File: src/bis_pkg.sv
// Shared constants, codes and types for the bounded integer stack.
package bis_pkg;

  // Storage geometry
  localparam int DEPTH  = 64;
  localparam int ADDR_W = 6;
  localparam int CNT_W  = 7;
  localparam int WORD_W = 32;

  // Request codes carried on s_tuser
  localparam logic [2:0] ACT_PUSH   = 3'd0;
  localparam logic [2:0] ACT_POP    = 3'd1;
  localparam logic [2:0] ACT_PEEK   = 3'd2;
  localparam logic [2:0] ACT_CLEAR  = 3'd3;
  localparam logic [2:0] ACT_SEARCH = 3'd4;

  // Result beat layout on m_tdata
  localparam int OUT_W        = 56;
  localparam int OUT_OK       = 0;
  localparam int OUT_DATA_LO  = 1;
  localparam int OUT_FOUND    = 33;
  localparam int OUT_IDX_LO   = 34;
  localparam int OUT_CNT_LO   = 40;
  localparam int OUT_EMPTY    = 47;
  localparam int OUT_FULL     = 48;

  // Sequencer states
  typedef enum logic [2:0] {
    ST_IDLE,
    ST_EXEC,
    ST_RWAIT,
    ST_SRD,
    ST_SCMP,
    ST_DONE
  } state_t;

  // Request from the sequencer to the entry memory
  typedef struct packed {
    logic              we;
    logic              re;
    logic [ADDR_W-1:0] addr;
    logic [WORD_W-1:0] wdata;
  } mem_req_t;

  // Per-request result fields held by the sequencer
  typedef struct packed {
    logic              ok;
    logic [WORD_W-1:0] data;
    logic              found;
    logic [ADDR_W-1:0] idx;
  } result_t;

endpackage

File: src/bounded_int_stack.sv
// Top level of the bounded integer stack: ports, capacity register, result beat register.
//
//  channel | direction | beat contents
//  s_*     | in        | tuser: action[2:0]; tdata: value[31:0]
//  m_*     | out       | tdata: ok, data, found, match_index, count, empty_res, full_res
//  cfg_*   | in        | cfg_wdata: capacity[6:0], written when cfg_we is high
//
// Every beat passes idle, execute and result handoff; a pop or peek on a non-empty stack adds
// one registered memory read. A search scans the entries from the top down, one read and one
// key compare per entry, until the key is found or every entry has been scanned.
// s_tready is high only when the sequencer is idle; a result held in the output register
// frees the sequencer, but the next result then waits in its done state, s_tready low, until m_tready.
// Reset (rst, synchronous) empties the stack and sets capacity to 64; entries stay as is.
module bounded_int_stack (
  input  logic                        clk,
  input  logic                        rst,
  input  logic                        s_tvalid,
  output logic                        s_tready,
  input  logic [31:0]                 s_tdata,   // value[31:0]
  input  logic [2:0]                  s_tuser,   // action[2:0]
  output logic                        m_tvalid,
  input  logic                        m_tready,
  // ok[0], data[32:1], found[33], match_index[39:34], count[46:40],
  // empty_res[47], full_res[48], zero[55:49]
  output logic [bis_pkg::OUT_W-1:0]   m_tdata,
  input  logic                        cfg_we,
  input  logic [6:0]                  cfg_wdata
);

  logic [bis_pkg::CNT_W-1:0]  capacity;
  logic [bis_pkg::CNT_W-1:0]  cap_eff;
  bis_pkg::mem_req_t          mem_req;
  logic [bis_pkg::WORD_W-1:0] mem_rdata;
  logic                       res_valid;
  logic                       res_take;
  bis_pkg::result_t           res;
  logic [bis_pkg::CNT_W-1:0]  count;

  // Hold the capacity register
  always_ff @(posedge clk) begin
    if (rst) begin
      capacity <= bis_pkg::CNT_W'(64);
    end else if (cfg_we) begin
      capacity <= cfg_wdata;
    end
  end

  // Saturate capacity to the storage depth
  assign cap_eff = (capacity > bis_pkg::CNT_W'(bis_pkg::DEPTH))
                 ? bis_pkg::CNT_W'(bis_pkg::DEPTH) : capacity;

  bis_ctrl u_ctrl (
    .clk       (clk),
    .rst       (rst),
    .in_valid  (s_tvalid),
    .in_ready  (s_tready),
    .in_action (s_tuser),
    .in_value  (s_tdata),
    .cap_eff   (cap_eff),
    .mem_req   (mem_req),
    .mem_rdata (mem_rdata),
    .res_valid (res_valid),
    .res_take  (res_take),
    .res       (res),
    .count     (count)
  );

  bis_mem u_mem (
    .clk   (clk),
    .req   (mem_req),
    .rdata (mem_rdata)
  );

  assign res_take = res_valid && (!m_tvalid || m_tready);

  // Drive the result beat valid
  always_ff @(posedge clk) begin
    if (rst) begin
      m_tvalid <= 1'b0;
    end else if (res_take) begin
      m_tvalid <= 1'b1;
    end else if (m_tready) begin
      m_tvalid <= 1'b0;
    end
  end

  // Load the result beat
  always_ff @(posedge clk) begin
    if (res_take) begin
      m_tdata <= {7'd0,
                  (count >= cap_eff),
                  (count == '0),
                  count,
                  res.idx,
                  res.found,
                  res.data,
                  res.ok};
    end
  end

endmodule

File: src/bis_mem.sv
// Entry memory: one write port and one registered read port.
module bis_mem (
  input  logic                          clk,
  input  bis_pkg::mem_req_t             req,
  output logic [bis_pkg::WORD_W-1:0]    rdata
);

  logic [bis_pkg::WORD_W-1:0] mem [bis_pkg::DEPTH];

  // Write the addressed entry
  always_ff @(posedge clk) begin
    if (req.we) begin
      mem[req.addr] <= req.wdata;
    end
  end

  // Register the read data
  always_ff @(posedge clk) begin
    if (req.re) begin
      rdata <= mem[req.addr];
    end
  end

endmodule

File: src/bis_ctrl.sv
// Request sequencer: fill count, memory access steps and the shared key compare.
module bis_ctrl (
  input  logic                          clk,
  input  logic                          rst,
  input  logic                          in_valid,
  output logic                          in_ready,
  input  logic [2:0]                    in_action,
  input  logic [bis_pkg::WORD_W-1:0]    in_value,
  input  logic [bis_pkg::CNT_W-1:0]     cap_eff,
  output bis_pkg::mem_req_t             mem_req,
  input  logic [bis_pkg::WORD_W-1:0]    mem_rdata,
  output logic                          res_valid,
  input  logic                          res_take,
  output bis_pkg::result_t              res,
  output logic [bis_pkg::CNT_W-1:0]     count
);

  bis_pkg::state_t state, state_next;

  logic [2:0]                 act;
  logic [bis_pkg::WORD_W-1:0] key;
  logic [bis_pkg::CNT_W-1:0]  cnt;
  logic [bis_pkg::CNT_W-1:0]  ptr;
  bis_pkg::result_t           r;

  logic can_push;
  logic not_empty;
  logic hit;
  logic ptr_live;

  assign can_push  = (cnt < cap_eff);
  assign not_empty = (cnt != '0);
  assign ptr_live  = (ptr != '0);
  // Shared compare unit, used once per scanned entry
  assign hit       = (mem_rdata == key);

  assign res   = r;
  assign count = cnt;

  // Next state
  always_comb begin
    state_next = state;
    unique case (state)
      bis_pkg::ST_IDLE: begin
        if (in_valid) state_next = bis_pkg::ST_EXEC;
      end
      bis_pkg::ST_EXEC: begin
        unique case (act)
          bis_pkg::ACT_POP, bis_pkg::ACT_PEEK: begin
            state_next = not_empty ? bis_pkg::ST_RWAIT : bis_pkg::ST_DONE;
          end
          bis_pkg::ACT_SEARCH: state_next = bis_pkg::ST_SRD;
          default:             state_next = bis_pkg::ST_DONE;
        endcase
      end
      bis_pkg::ST_RWAIT: state_next = bis_pkg::ST_DONE;
      bis_pkg::ST_SRD: begin
        state_next = ptr_live ? bis_pkg::ST_SCMP : bis_pkg::ST_DONE;
      end
      bis_pkg::ST_SCMP: begin
        state_next = hit ? bis_pkg::ST_DONE : bis_pkg::ST_SRD;
      end
      bis_pkg::ST_DONE: begin
        if (res_take) state_next = bis_pkg::ST_IDLE;
      end
      default: state_next = bis_pkg::ST_IDLE;
    endcase
  end

  // Outputs: handshake and memory requests
  always_comb begin
    in_ready      = 1'b0;
    res_valid     = 1'b0;
    mem_req.we    = 1'b0;
    mem_req.re    = 1'b0;
    mem_req.addr  = cnt[bis_pkg::ADDR_W-1:0];
    mem_req.wdata = key;
    unique case (state)
      bis_pkg::ST_IDLE: in_ready = 1'b1;
      bis_pkg::ST_EXEC: begin
        unique case (act)
          bis_pkg::ACT_PUSH: mem_req.we = can_push;
          bis_pkg::ACT_POP, bis_pkg::ACT_PEEK: begin
            mem_req.re   = not_empty;
            mem_req.addr = bis_pkg::ADDR_W'(cnt - 1'b1);
          end
          default: ;
        endcase
      end
      bis_pkg::ST_SRD: begin
        mem_req.re   = ptr_live;
        mem_req.addr = bis_pkg::ADDR_W'(ptr - 1'b1);
      end
      bis_pkg::ST_DONE: res_valid = 1'b1;
      default: ;
    endcase
  end

  // Advance the state
  always_ff @(posedge clk) begin
    if (rst) begin
      state <= bis_pkg::ST_IDLE;
    end else begin
      state <= state_next;
    end
  end

  // Update the fill count
  always_ff @(posedge clk) begin
    if (rst) begin
      cnt <= '0;
    end else if (state == bis_pkg::ST_EXEC) begin
      if (act == bis_pkg::ACT_PUSH && can_push) cnt <= cnt + 1'b1;
      else if (act == bis_pkg::ACT_CLEAR)       cnt <= '0;
    end else if (state == bis_pkg::ST_RWAIT && act == bis_pkg::ACT_POP) begin
      cnt <= cnt - 1'b1;
    end
  end

  // Capture the request and build the result fields
  always_ff @(posedge clk) begin
    unique case (state)
      bis_pkg::ST_IDLE: begin
        if (in_valid) begin
          act <= in_action;
          key <= in_value;
          r   <= '0;
        end
      end
      bis_pkg::ST_EXEC: begin
        ptr <= cnt;
        unique case (act)
          bis_pkg::ACT_PUSH:   r.ok <= can_push;
          bis_pkg::ACT_CLEAR:  r.ok <= 1'b1;
          bis_pkg::ACT_SEARCH: r.ok <= 1'b1;
          default: ;
        endcase
      end
      bis_pkg::ST_RWAIT: begin
        r.ok   <= 1'b1;
        r.data <= mem_rdata;
      end
      bis_pkg::ST_SRD: begin
        if (ptr_live) ptr <= ptr - 1'b1;
      end
      bis_pkg::ST_SCMP: begin
        if (hit) begin
          r.found <= 1'b1;
          r.idx   <= ptr[bis_pkg::ADDR_W-1:0];
        end
      end
      default: ;
    endcase
  end

endmodule

File: config.mk
export PLATFORM = sky130hd
export DESIGN_NAME = bounded_int_stack
export DESIGN_NICKNAME = d
export VERILOG_FILES = /design/src/bis_pkg.sv /design/src/bounded_int_stack.sv /design/src/bis_mem.sv /design/src/bis_ctrl.sv
export SDC_FILE = /design/constraint.sdc
export NUM_CORES = 2
export LEC_CHECK = 0
export BUFFER_PORTS_ARGS = -buffer_cell sky130_fd_sc_hd__clkbuf_2
export CAP_MARGIN = 20
export CORE_ASPECT_RATIO = 0.9
export CORE_MARGIN = 4
export CORE_UTILIZATION = 55
export DETAILED_ROUTE_END_ITERATION = 10
export PLACE_DENSITY_LB_ADDON = 0.08
export SLEW_MARGIN = 10
export SYNTH_ARGS = -nofsm -noshare
export SYNTH_HDL_FRONTEND = slang
export SYNTH_HIERARCHICAL = 1
export SYNTH_SLANG_ARGS = --single-unit
export TNS_END_PERCENT = 1
File: constraint.sdc
create_clock -name clk -period 6.66 [get_ports clk]
set_clock_uncertainty 0.1 [all_clocks]
set_input_delay 1.332 -clock clk [delete_from_list [all_inputs] [get_ports clk]]
set_output_delay 1.332 -clock clk [all_outputs]
set_load 0.005 [all_outputs]
==> out/results.txt <==
Starting DRC count in detailed routing: 6879
Via density: 6.59
Utilization after layout: 62.8%
Detailed Place HPWL: 144 mm
Clk sinks: 2229
Post-layout instance area: 97200 um^2
WS Path Type: flip-flop to flip-flop
Antenna Nets Post-Route: 0
Clock power frac: 33.9%
RSZ-0062 raised after global routing: false
Sequential power share: 45.0%
# DRC: 0
Area Growth Syn to Fin: 13.4%
Top_reg_cell synth: edfxtp_1
Average size of a mapped cell: 18.1 um^2
Drt wl/cell: 32.8 um
Min Tclk post-route: 5720 ps
IO Port Bufs: 97
Post-synthesis cell count: 4736
Critical R2R Capture: u_mem/rdata[28]$_DFFE_PP_
Pint: 25.4 mW
Post-cts resize count: 0
Final RePlAce weighted congestion: 0.852
Top Ports: 105
Hold_sp: u_ctrl/res[13]$_SDFFCE_PN0P_
Post-DP Area: 90300 um^2
Top cells by count, synth: edfxtp_1, mux2i_1, a22oi_1, clkbuf_1, a221oi_1
Critical Path RT: 7110 ps
P_leak: 31.1 nW
Dpl cells: 6849
EDFF count, synth: 2211
Setup Buffers After CTS: 0
Root buf cell: clkbuf_16
Max-cap violations: 0
Total congestion overflow: 0
Worst R2R Setup Slack: 940 ps
WHS Endpoint: m_tdata[7]$_DFFE_PP_
Reg2reg start: u_ctrl/state[2]$_SDFFE_PP0P_
Post-synth top area share: 77.4%
Reg2reg path depth: 11
Met2 Use GR: 42.3%
Met3 usage: 7.27%
Final std cells w/o fill: 7252
Vias in the first global route: 45800
Antenna violations before repair: 23
Setup violations, final: 0
Layout Nets: 5042
CTS tree: yes
Final-report hold violation count: 0
Synth warn: 6
First-pass GRT wire length: 338 mm
Seq/Total Area, Yosys: 77.8%
Total Routed Length: 238 mm
GRT Max-Usage Layer: met1
CTS max path bufs: 3
Core ar.: 155000 um^2
Post-Syn Area: 85800 um^2
Sw Share: 28.7%
Rows: 137
Status: finished, final reports clean
Met1 Usage GRT: 44.4%
Psw: 10.2 mW
Synth area leaders: edfxtp_1, mux2i_1, mux4_2
Hold Path Depth: 0
Maximum vdd drop: 0.335 mV
Final period util: 85.9%
DIE AREA: 162000 um^2
Die X: 424 um
Synth area leader: edfxtp_1
Hold_ws: 317 ps
Most frequent cell after synthesis: edfxtp_1
Hold buffer count at cts: 0
FMAX: 175 MHz
Max Slew Vio Count: 0
Initial Util: 55.4%
Worst Hold Class: flip-flop to flip-flop
Crit end category: flip-flop
CTS Buf Count: 212
WP data arrival: 6170 ps
Startpoint types: flip-flop
CTS H-Tree Depth: 4
Fill count: 11100
Worst slew pin tran: 1140 ps
Post-synthesis register bit count: 2229
Count of cell types in the netlist: 79
Layout cells sized above 1: 19.4%
Fin Setup TNS: 0 ps
Peak fanout along the critical path: 79
Die height: 383 um
Largest net degree at the start of global routing: 88
Max_slew headroom: 23.9%
PwrDens: 367 nW/um^2
Worst-path clk slew: 60 ps
DRT Pass-1 Iters: 6
Comb pwr share: 21.1%
Post-synth ARST share: 0%
Gr usage total: 29.0%
Clk_lat worst skew: 840 ps
Vias: 47800
[state kept, by name, indices dropped and copies added (netlist names)]
register      count
u_ctrl/res       40
u_ctrl/count      7
u_mem/mem      2048
capacity          7
m_tdata          49
u_ctrl/state      3
u_ctrl/key       32
m_tvalid          1
u_ctrl/act        3
u_mem/rdata      32
u_ctrl/ptr        7
[cell type report]
cell class | instances | area [um^2] | share of cell area, %
well taps | 2085 | 2610 | 2.68
repair buffers | 347 | 2650 | 2.72
multi-input cells | 2159 | 18100 | 18.7
diodes | 9 | 22.5 | 0.0232
flip-flops and latches | 2229 | 66800 | 68.7
clock inverters | 133 | 1420 | 1.46
inverters | 29 | 116 | 0.120
clock buffers | 261 | 5530 | 5.69
[how the worst max path moves through the flow]
stage | from | to | slack, ps | depth (start not counted)
5_1_grt | u_ctrl/state[1]$_SDFFE_PP0P_ | u_mem/rdata[28]$_DFFE_PP_ | 650 | 11
2_1_floorplan | u_ctrl/count[0]$_SDFFE_PP0P_ | u_mem/mem[11][0]$_DFFE_PP_ | 1890 | 15
6_report | u_ctrl/state[2]$_SDFFE_PP0P_ | u_mem/rdata[28]$_DFFE_PP_ | 940 | 11
3_3_place_gp | u_ctrl/state[2]$_SDFFE_PP0P_ | u_mem/rdata[28]$_DFFE_PP_ | 1080 | 11
4_1_cts | u_ctrl/state[2]$_SDFFE_PP0P_ | u_mem/rdata[28]$_DFFE_PP_ | 1040 | 11
3_5_place_dp | u_ctrl/state[2]$_SDFFE_PP0P_ | u_mem/rdata[28]$_DFFE_PP_ | 1070 | 11
[power groups by stage]
stage	registers (mW)	clock network (mW)	logic, mW
4_1_cts	16.0	12.2	7.43
3_3_place_gp	16.3	0	7.35
6_report	16.0	12.1	7.53
3_5_place_dp	16.3	0	7.41
5_1_grt	16.0	12.9	7.89
2_1_floorplan	16.4	0	4.46
[worst max-delay path, stage by stage (launching register included)]
cell and delay (ps):
dfxtp_1 530, nand2b_1 560, nor2_1 180, nand2_1 100, a211oi_1 100, nor2_4 930
buf_12 420, or2_2 850, buf_4 420, o22ai_1 160, a21oi_1 780, nand3_1 150
[through the flow]
step	total power, mW	setup WS [ps]
detailed placement	23.7	1070
global placement	23.7	1080
floorplan	20.9	1890
CTS	35.7	1040
global route	36.8	652
finish	35.6	938
[cell usage in the layout, fill, tap and decap left out, types with 54 or more instances in the layout]
master	n
a21oi_1	141
a221oi_1	177
a22o_1	66
a22oi_1	189
and3_1	89
buf_4	227
clkbuf_16	214
clkbuf_2	97
clkinv_1	54
edfxtp_1	2211
mux2_2	148
mux2i_1	266
mux4_2	96
nand3_1	56
nor2_1	102
nor2_4	70
o21ai_0	94
o22a_1	71
o22ai_1	94
[per-layer routing]
layer / share of wire (%) / wire (um)
met5: 0.0055 / 13
met1: 42 / 100000
met4: 2.4 / 5730
met3: 11 / 27000
met2: 44 / 105000
[kinds of logic (layout without fill, tap and decap cells)]
| group | count (synthesis) | after routing | share of synthesized area [%] |
|---|---|---|---|
| DFF | 2229 | 2229 | 77.8 |
| muxes | 510 | 510 | 7.57 |
| other | 1 | 16 | 0.00437 |
| AOI/OAI and AO/OA | 1009 | 1009 | 8.56 |
| xor gates and xnor gates | 39 | 39 | 0.398 |
| adders and majority gates | 17 | 17 | 0.248 |
| and+or+nand+nor | 577 | 577 | 3.58 |
| buffers and inverters | 354 | 770 | 1.82 |
Power figures use the tool's default switching activity.
